--- config.mk ---
export PLATFORM = sky130hd
export DESIGN_NAME = at_reply_line_matcher
export DESIGN_NICKNAME = d
export VERILOG_FILES = /design/src/sv/atrm_pkg.sv /design/src/sv/atrm_tail_cmp.sv /design/src/sv/at_reply_line_matcher.sv
export SDC_FILE = /design/constraint.sdc
export NUM_CORES = 1
export LEC_CHECK = 0
export BUFFER_PORTS_ARGS = -buffer_cell sky130_fd_sc_hd__buf_2
export CAP_MARGIN = 10
export CORE_MARGIN = 2
export CORE_UTILIZATION = 45
export CTS_BUF_LIST = sky130_fd_sc_hd__clkbuf_4
export DETAILED_ROUTE_END_ITERATION = 12
export HOLD_SLACK_MARGIN = 0.03
export MAX_ROUTING_LAYER = met4
export PLACE_DENSITY = 0.67
export SYNTH_ARGS = -nofsm -noshare
export SYNTH_HDL_FRONTEND = slang
export SYNTH_SLANG_ARGS = --single-unit
--- constraint.sdc ---
create_clock -name clk -period 11.75 [get_ports clk]
set_input_delay 2.35 -clock clk [delete_from_list [all_inputs] [get_ports clk]]
set_output_delay 2.35 -clock clk [all_outputs]
set_load 0.005 [all_outputs]
--- src/sv/atrm_pkg.sv ---
// shared types and constants of the modem reply line matcher
// no dependencies; used by atrm_tail_cmp and at_reply_line_matcher
package atrm_pkg;

  localparam int LINE_BYTES   = 256;
  localparam int WINDOW_BYTES = 16;
  localparam int LINE_W       = $clog2(LINE_BYTES + 1);
  localparam int NUM_ENTRIES  = 9;
  localparam int NUM_FIXED    = 8;
  localparam int USER_ENTRY   = 8;
  localparam int MAX_PAT      = 16;
  localparam int PAT_LEN_W    = 5;
  localparam int CFG_W        = 64;
  localparam int REG_IDX_W    = 2;

  localparam logic [7:0] CH_PROMPT = 8'h3e;
  localparam logic [7:0] CH_CR     = 8'h0d;
  localparam logic [7:0] CH_LF     = 8'h0a;
  localparam logic [7:0] CH_COLON  = 8'h3a;

  // register indexes of the write port
  localparam logic [REG_IDX_W-1:0] REG_DATA_MODE = 2'd0;
  localparam logic [REG_IDX_W-1:0] REG_USER_HEAD = 2'd1;
  localparam logic [REG_IDX_W-1:0] REG_USER_TAIL = 2'd2;
  localparam logic [REG_IDX_W-1:0] REG_USER_LEN  = 2'd3;

  // request kinds
  localparam logic REQ_BYTE  = 1'b0;
  localparam logic REQ_CLEAR = 1'b1;

  typedef enum logic [1:0] {
    ST_NONE = 2'd0,
    ST_OK   = 2'd1,
    ST_ERR  = 2'd2
  } reply_code_t;

  // patterns as string literals: last character sits in the low byte,
  // so byte k lines up with the k-th newest window byte
  typedef logic [8*MAX_PAT-1:0] pat_t;

  localparam pat_t FIXED_PAT [NUM_FIXED] = '{
    "OK", "SMS Ready", "CONNECT OK", ">", "SEND OK", "SHUT OK", "CONNECT OK", "OK"
  };
  localparam logic [PAT_LEN_W-1:0] FIXED_LEN [NUM_FIXED] = '{
    5'd2, 5'd9, 5'd10, 5'd1, 5'd7, 5'd7, 5'd10, 5'd2
  };
  localparam pat_t                 ERR_PAT = "ERROR";
  localparam logic [PAT_LEN_W-1:0] ERR_LEN = 5'd5;

  typedef logic [WINDOW_BYTES-1:0][7:0] window_t;

  typedef struct packed {
    logic [NUM_ENTRIES-1:0] seen;
    logic                   err;
    logic [NUM_ENTRIES-1:0] prompt_mask;
  } hit_t;

  typedef struct packed {
    logic       req_type;
    logic [7:0] rx_byte;
    logic [3:0] entry_index;
  } req_t;

  typedef struct packed {
    logic [2*NUM_ENTRIES-1:0] reply_states;
    logic                     line_done;
    logic                     prompt_seen;
    logic                     hex_line;
    logic [NUM_ENTRIES-1:0]   matched_mask;
  } rsp_t;

endpackage

--- src/sv/atrm_tail_cmp.sv ---
// window comparators: checks the newest line bytes against every expected reply
// depends on atrm_pkg
module atrm_tail_cmp (
  input  atrm_pkg::window_t                   win,
  input  logic [atrm_pkg::LINE_W-1:0]         line_len,
  input  atrm_pkg::pat_t                      user_pat,
  input  logic [atrm_pkg::PAT_LEN_W-1:0]      user_len,
  output atrm_pkg::hit_t                      hit
);

  logic [atrm_pkg::LINE_W-1:0]   user_len_ext;
  logic [atrm_pkg::LINE_W-1:0]   err_len_ext;
  logic [atrm_pkg::NUM_FIXED-1:0] fixed_ok;
  logic                          user_ok;
  logic                          err_ok;
  logic [atrm_pkg::PAT_LEN_W-1:0] uidx;

  assign user_len_ext = atrm_pkg::LINE_W'(user_len);
  assign err_len_ext  = atrm_pkg::LINE_W'(atrm_pkg::ERR_LEN);

  // fixed entries: constant patterns, newest byte against last character
  always_comb begin
    for (int i = 0; i < atrm_pkg::NUM_FIXED; i++) begin
      fixed_ok[i] = (atrm_pkg::FIXED_LEN[i] != '0)
                    && (int'(atrm_pkg::FIXED_LEN[i]) <= atrm_pkg::WINDOW_BYTES)
                    && (atrm_pkg::LINE_W'(atrm_pkg::FIXED_LEN[i]) <= line_len);
      for (int k = 0; k < atrm_pkg::WINDOW_BYTES; k++) begin
        if (k < int'(atrm_pkg::FIXED_LEN[i]) && k < atrm_pkg::MAX_PAT) begin
          if (win[k] != atrm_pkg::FIXED_PAT[i][8*k +: 8]) fixed_ok[i] = 1'b0;
        end
      end
    end
  end

  always_comb begin
    err_ok = (err_len_ext <= line_len);
    for (int k = 0; k < atrm_pkg::WINDOW_BYTES; k++) begin
      if (k < int'(atrm_pkg::ERR_LEN) && k < atrm_pkg::MAX_PAT) begin
        if (win[k] != atrm_pkg::ERR_PAT[8*k +: 8]) err_ok = 1'b0;
      end
    end
  end

  // user entry: first character in the low byte, so index runs backward
  always_comb begin
    user_ok = (user_len != '0)
              && (int'(user_len) <= atrm_pkg::WINDOW_BYTES)
              && (user_len_ext <= line_len);
    uidx = '0;
    for (int k = 0; k < atrm_pkg::WINDOW_BYTES; k++) begin
      if (k < int'(user_len)) begin
        uidx = user_len - 5'd1 - atrm_pkg::PAT_LEN_W'(k);
        if (win[k] != user_pat[8*uidx[3:0] +: 8]) user_ok = 1'b0;
      end
    end
  end

  always_comb begin
    hit.seen = {user_ok, fixed_ok};
    hit.err  = err_ok;
    for (int i = 0; i < atrm_pkg::NUM_FIXED; i++) begin
      hit.prompt_mask[i] =
        (atrm_pkg::FIXED_PAT[i][8*(int'(atrm_pkg::FIXED_LEN[i]) - 1) +: 8]
         == atrm_pkg::CH_PROMPT);
    end
    hit.prompt_mask[atrm_pkg::USER_ENTRY] =
      (user_len != '0) && (user_pat[7:0] == atrm_pkg::CH_PROMPT);
  end

endmodule

--- src/sv/at_reply_line_matcher.sv ---
// Modem reply line matcher. Takes one request per cycle unless the output stalls:
// a received byte or a clear of one entry. Each accepted request yields one
// registered result; a new request is taken in the same cycle that the held
// result is transferred, so with rsp_ready high the rate is one item per clock.
// Line state and the sixteen-byte window update at the accept edge, and the
// window comparators run in that same cycle. Configuration writes apply at once.
module at_reply_line_matcher (
  input  logic                               clk,
  input  logic                               rst,
  input  logic                               req_valid,
  output logic                               req_ready,
  input  atrm_pkg::req_t                     req_data,
  output logic                               rsp_valid,
  input  logic                               rsp_ready,
  output atrm_pkg::rsp_t                     rsp_data,
  input  logic                               wr_en,
  input  logic [atrm_pkg::REG_IDX_W-1:0]     wr_index,
  input  logic [atrm_pkg::CFG_W-1:0]         wr_data
);

  localparam int NE = atrm_pkg::NUM_ENTRIES;

  // configuration
  logic                               data_mode;
  logic [63:0]                        user_head;
  logic [63:0]                        user_tail;
  logic [atrm_pkg::PAT_LEN_W-1:0]     user_len;
  logic [atrm_pkg::PAT_LEN_W-1:0]     user_len_cap;

  // line state
  atrm_pkg::window_t                  window;
  atrm_pkg::window_t                  window_next;
  atrm_pkg::window_t                  window_shift;
  logic [atrm_pkg::LINE_W-1:0]        line_length;
  logic [atrm_pkg::LINE_W-1:0]        line_length_next;
  logic [atrm_pkg::LINE_W-1:0]        len_inc;
  logic [7:0]                         first_char;
  logic [7:0]                         first_char_next;
  logic [NE-1:0]                      seen_flags;
  logic [NE-1:0]                      seen_flags_next;
  logic                               error_flag;
  logic                               error_flag_next;
  logic [NE-1:0][1:0]                 entry_state;
  logic [NE-1:0][1:0]                 entry_state_next;
  logic                               overflow;
  logic [NE-1:0]                      seen_upd;
  logic                               err_upd;

  atrm_pkg::rsp_t                     rsp_next;
  atrm_pkg::hit_t                     hit;
  logic                               take;

  assign req_ready = !rsp_valid || rsp_ready;
  assign take      = req_valid && req_ready;

  assign user_len_cap = (user_len > atrm_pkg::PAT_LEN_W'(atrm_pkg::MAX_PAT))
                        ? atrm_pkg::PAT_LEN_W'(atrm_pkg::MAX_PAT) : user_len;

  // a full line restarts before the new byte goes in
  assign overflow = (line_length >= atrm_pkg::LINE_W'(atrm_pkg::LINE_BYTES));
  assign len_inc  = (overflow ? '0 : line_length) + atrm_pkg::LINE_W'(1);

  always_comb begin
    window_shift[0] = req_data.rx_byte;
    for (int k = 1; k < atrm_pkg::WINDOW_BYTES; k++) window_shift[k] = window[k-1];
  end

  atrm_tail_cmp u_cmp (
    .win      (window_shift),
    .line_len (len_inc),
    .user_pat ({user_tail, user_head}),
    .user_len (user_len_cap),
    .hit      (hit)
  );

  assign seen_upd = (overflow ? '0 : seen_flags) | hit.seen;
  assign err_upd  = (overflow ? 1'b0 : error_flag) | hit.err;

  always_comb begin
    window_next      = window;
    line_length_next = line_length;
    first_char_next  = first_char;
    seen_flags_next  = seen_flags;
    error_flag_next  = error_flag;
    entry_state_next = entry_state;
    rsp_next         = '0;
    if (take) begin
      if (req_data.req_type == atrm_pkg::REQ_CLEAR) begin
        if (req_data.entry_index < 4'(NE)) begin
          entry_state_next[req_data.entry_index] = atrm_pkg::ST_NONE;
        end
      end else begin
        window_next      = window_shift;
        line_length_next = len_inc;
        seen_flags_next  = seen_upd;
        error_flag_next  = err_upd;
        if (len_inc == atrm_pkg::LINE_W'(1)) first_char_next = req_data.rx_byte;
        if (req_data.rx_byte == atrm_pkg::CH_PROMPT) begin
          rsp_next.prompt_seen = 1'b1;
          for (int i = 0; i < NE; i++) begin
            if (hit.prompt_mask[i]) entry_state_next[i] = atrm_pkg::ST_OK;
          end
          line_length_next = '0;
          seen_flags_next  = '0;
          error_flag_next  = 1'b0;
        end else if (len_inc >= atrm_pkg::LINE_W'(2) && req_data.rx_byte == atrm_pkg::CH_LF
                     && window[0] == atrm_pkg::CH_CR) begin
          if (len_inc >= atrm_pkg::LINE_W'(4)) begin
            rsp_next.line_done    = 1'b1;
            rsp_next.matched_mask = seen_upd;
            rsp_next.hex_line     = data_mode && (first_char_next == atrm_pkg::CH_COLON);
            for (int i = 0; i < NE; i++) begin
              if (seen_upd[i]) entry_state_next[i] = atrm_pkg::ST_OK;
              if (err_upd) entry_state_next[i] = atrm_pkg::ST_ERR;
            end
          end
          line_length_next = '0;
          seen_flags_next  = '0;
          error_flag_next  = 1'b0;
        end
      end
      rsp_next.reply_states = entry_state_next;
    end
  end

  always_ff @(posedge clk) begin
    if (rst) begin
      data_mode   <= 1'b0;
      user_head   <= '0;
      user_tail   <= '0;
      user_len    <= '0;
      window      <= '0;
      line_length <= '0;
      first_char  <= '0;
      seen_flags  <= '0;
      error_flag  <= 1'b0;
      entry_state <= '0;
      rsp_valid   <= 1'b0;
    end else begin
      if (wr_en) begin
        case (wr_index)
          atrm_pkg::REG_DATA_MODE: data_mode <= wr_data[0];
          atrm_pkg::REG_USER_HEAD: user_head <= wr_data;
          atrm_pkg::REG_USER_TAIL: user_tail <= wr_data;
          atrm_pkg::REG_USER_LEN:  user_len  <= wr_data[atrm_pkg::PAT_LEN_W-1:0];
          default: ;
        endcase
      end
      window      <= window_next;
      line_length <= line_length_next;
      first_char  <= first_char_next;
      seen_flags  <= seen_flags_next;
      error_flag  <= error_flag_next;
      entry_state <= entry_state_next;
      if (take) begin
        rsp_valid <= 1'b1;
      end else if (rsp_ready) begin
        rsp_valid <= 1'b0;
      end
    end
  end

  // result payload register
  always_ff @(posedge clk) begin
    if (take) rsp_data <= rsp_next;
  end

`ifndef SYNTHESIS
  a_len_bound: assert property (@(posedge clk) disable iff (rst)
    line_length <= atrm_pkg::LINE_W'(atrm_pkg::LINE_BYTES))
    else $error("line length beyond buffer size");

  a_prompt_restart: assert property (@(posedge clk) disable iff (rst)
    take && req_data.req_type == atrm_pkg::REQ_BYTE
      && req_data.rx_byte == atrm_pkg::CH_PROMPT |=> line_length == '0 && seen_flags == '0)
    else $error("prompt did not restart the line");

  a_done_not_prompt: assert property (@(posedge clk) disable iff (rst)
    rsp_valid && rsp_data.line_done |-> !rsp_data.prompt_seen)
    else $error("line end and prompt in one result");

  a_hex_needs_done: assert property (@(posedge clk) disable iff (rst)
    rsp_valid && (rsp_data.hex_line || rsp_data.matched_mask != '0) |-> rsp_data.line_done)
    else $error("line flags without a completed line");
`endif

endmodule

==> reports/results.tsv <==
stage	metric	value	unit
floorplanning	dieArea	52550	um^2
power	swShare	33.54	%
clock_network	cts_buffers	88	
logic_synthesis	synth_ff_type	dfxtp_1	
layout	nets	2845	
logic_synthesis	ys_seq_area_share	30.25	%
power	total_power	2.851	mW
logic_synthesis	synth_top_family_by_area	multiplexers	
clock_network	post_cts_resize_count	0	
worst_setup_path	end_kind	flop	
worst_setup_path	cp-start-kind	flop	
floorplanning	io-pin-count	116	
clock_network	insertion_delay	870	ps
global_routing	antenna_found_initial	3	
timing	worst_pin_slew	1159	ps
run_status	status	complete, no violations	
clock_network	post_cts_buffers	0	
power	internal-power	1.895	mW
clock_network	clockBufferDepth	3	
timing	timing.fmax	0.1501	GHz
clock_network	cts_tree	built	
timing	finalCritPeriodShare	56.70	%
logic_synthesis	synth_cell_types	98	
logic_synthesis	muxShareOfSynthArea	22.22	%
clock_network	clkTransAtPathRegs	70	ps
logic_synthesis	ys_async_sr_fraction	0	%
logic_synthesis	synth-simple-area-share	20.44	%
worst_setup_path	crit_fanout	36	
placed_design	portBuffers	115	
global_routing	grt_pass1_wl	144100	um
timing	clock_skew	50.07	ps
global_routing	grt_pass1_vias	20900	
detailed_routing	drt_iter0_markers	2501	
floorplanning	start_util	45.51	%
logic_synthesis	syn_inst	2702	
global_routing	grt_start_max_net_pins	133	
logic_synthesis	synth_top_area_cell	dfxtp_1	
min_path	hold_class	reg -> reg	
timing	finalCriticalPeriod	6662	ps
clock_network	cts.sinks	330	
detailed_routing	drc	0	
logic_synthesis	syn-num-nets	2802	
floorplanning	die_h	229.2	um
logic_synthesis	yosys_register_bits	330	
logic_synthesis	syn_area_per_cell	8.450	um^2
power	seqPwrFrac	42.5	%
logic_synthesis	synth_xor_area_share	5.689	%
timing	whs	451.0	ps
global_routing	overflow	0	
logic_synthesis	synth_warnings	0	
power	peakVddDrop	0.00007354	V
power	leakage	9.019	nW
timing	relSlewSlack	21.90	%
worst_setup_path	cp.required	12380	ps
layout	fillCellCount	4876	
clock_network	cts-root-buf	clkbuf_4	
power	power_frac_clock	34.4	%
detailed_routing	viasPerCell	6.481	
detailed_routing	num_vias	22520	
worst_setup_path	worstPathArrival	7300	ps
logic_synthesis	synth_area	22830	um^2
floorplanning	die_w	229.2	um
detailed_routing	avgRoutedWirePerCell	28.77	um
power	power_switching	956.2	uW
placed_design	gp_congestion	1.033	
detailed_routing	drtPass1Iterations	5	
clock_network	ctsHoldBuffers	0	
timing	finalMaxSlewViolations	0	
detailed_routing	ant_nets	0	
timing	hold_viol	0	
layout	final_util	49.37	%
clock_network	htree_levels	3	
logic_synthesis	synth_edf_count	30	
floorplanning	rows	82	
placed_design	dpl.hpwl	76200	um
layout	area_growth	8.484	%
logic_synthesis	synth_top_area_share	26.31	%
detailed_routing	routed_wl	99960	um
logic_synthesis	synth_adder_area_share	0.8769	%
timing	setup_tns	0	ps
logic_synthesis	synth-compound-area-share	15.82	%
logic_synthesis	synthTopCellsByArea	dfxtp_1 (26%), mux4_2 (11%), nand2_1 (10%)	
layout	drive_gt1_share	17.24	%
global_routing	grt_usage	38.45	%
worst_setup_path	reg2reg_slack	5090	ps
power	p_per_area	115.1	nW/um^2
power	power_frac_comb	23.1	%
timing	finalSetupViolations	0	
floorplanning	core-area	50170	um^2
timing	rsz0062_at_grt	false	
worst_setup_path	critPathKind	reg -> reg	
run	cap_violations	0	
## stage by stage
step,cell area (um^2),instances,setup WS (ps)
finish,24770,3474,5088
global route,24760,3472,4828
CTS,24750,3468,5206
detailed placement,23720,3327,5203
global placement,23720,3326,5220
floorplan,22830,2702,5630
## layout make-up
| class | instances | area [um^2] | area share, % |
|---|---|---|---|
| Clock inverter | 22 | 136.4 | 0.5506 |
| Sequential cell | 330 | 6917 | 27.93 |
| Clock buffer | 119 | 893.4 | 3.607 |
| Inverter | 42 | 162.7 | 0.6567 |
| Multi-Input combinational cell | 2126 | 14900 | 60.18 |
| Tap cell | 672 | 840.8 | 3.395 |
| Timing Repair Buffer | 157 | 898.4 | 3.627 |
| Antenna cell | 6 | 15.01 | 0.06062 |
## cells in the mapped netlist (31+ instances only)
cell,number
o21ai_0,50
nor2_1,126
inv_1,35
a21oi_1,307
clkbuf_1,122
nor3_1,55
xnor2_1,72
mux4_2,111
a211oi_1,31
dfxtp_1,300
buf_2,61
nand3_1,44
nand2_1,607
xor2_1,67
mux2_2,37
mux2i_1,212
## registers in the layout, indices dropped and copies added (netlist names)
name / cells
window: 120
user_len: 5
user_tail: 64
first_char: 8
data_mode: 1
entry_state: 18
seen_flags: 9
rsp_data: 30
line_length: 9
user_head: 64
error_flag: 1
rsp_valid: 1
## layer usage
layer	vias to the layer above	part of all wire, %	GRT usage [%]
met1	11170	42	50.78
met5	-	0	-
li1	9893	-	-
met3	248	8.0	6.549
met2	1207	44	58.03
met4	0	5.2	16.70
## final timing paths
check	startpoint	endpoint	cells past startpoint
worst min-delay path	entry_state[6]	entry_state[6]	2
worst max-delay path	user_len[0]	rsp_data[29]	19
worst min register to register	entry_state[6]	entry_state[6]	2
worst max register to register	user_len[0]	rsp_data[29]	19
## power by group through the flow
stage                     logic, mW  clock network, mW  registers [mW]
final                         0.658              0.982            1.21
after detailed placement      0.643                  0            1.23
after CTS                     0.646               1.01            1.21
after global placement        0.639                  0            1.23
after global routing          0.695               1.07            1.21
after floorplan               0.442                  0            1.21
## cell families (layout without fill, tap and decap cells)
kind of cell | after synthesis | in the layout
AND/OR/NAND/NOR | 1022 | 1022
AO/OA/AOI/OAI | 581 | 581
multiplexers | 363 | 363
flip-flops | 330 | 330
buffers and inverters | 246 | 340
XOR/XNOR | 144 | 144
adder cells (fa/ha/maj) | 16 | 16
other | 0 | 6
## critical path, cell delays in order, from the launching register on
cell and delay (ps):
dfxtp_4 660, and2b_2 530, ha_2 510, inv_2 560, buf_4 440, ha_1 280
inv_1 110, a21oi_1 290, xnor2_1 160, buf_4 260, o211ai_1 140, and3b_1 230
nor4_1 590, a41oi_1 200, o221ai_1 210, o221ai_1 140, or4_1 530, a2bb2oi_1 210
o21a_1 250, o21a_1 100
## placed cells by master, fill, tap and decap left out, types with 55 or more instances in the layout
cell type  netlist  routed
a21oi_1        307     307
buf_2           61     115
clkbuf_4         0     119
dfxtp_1        300     296
mux2i_1        212     212
mux4_2         111     111
nand2_1        607     607
nor2_1         126     123
nor3_1          55      55
xnor2_1         72      71
xor2_1          67      67
Power figures use the tool's default switching activity.
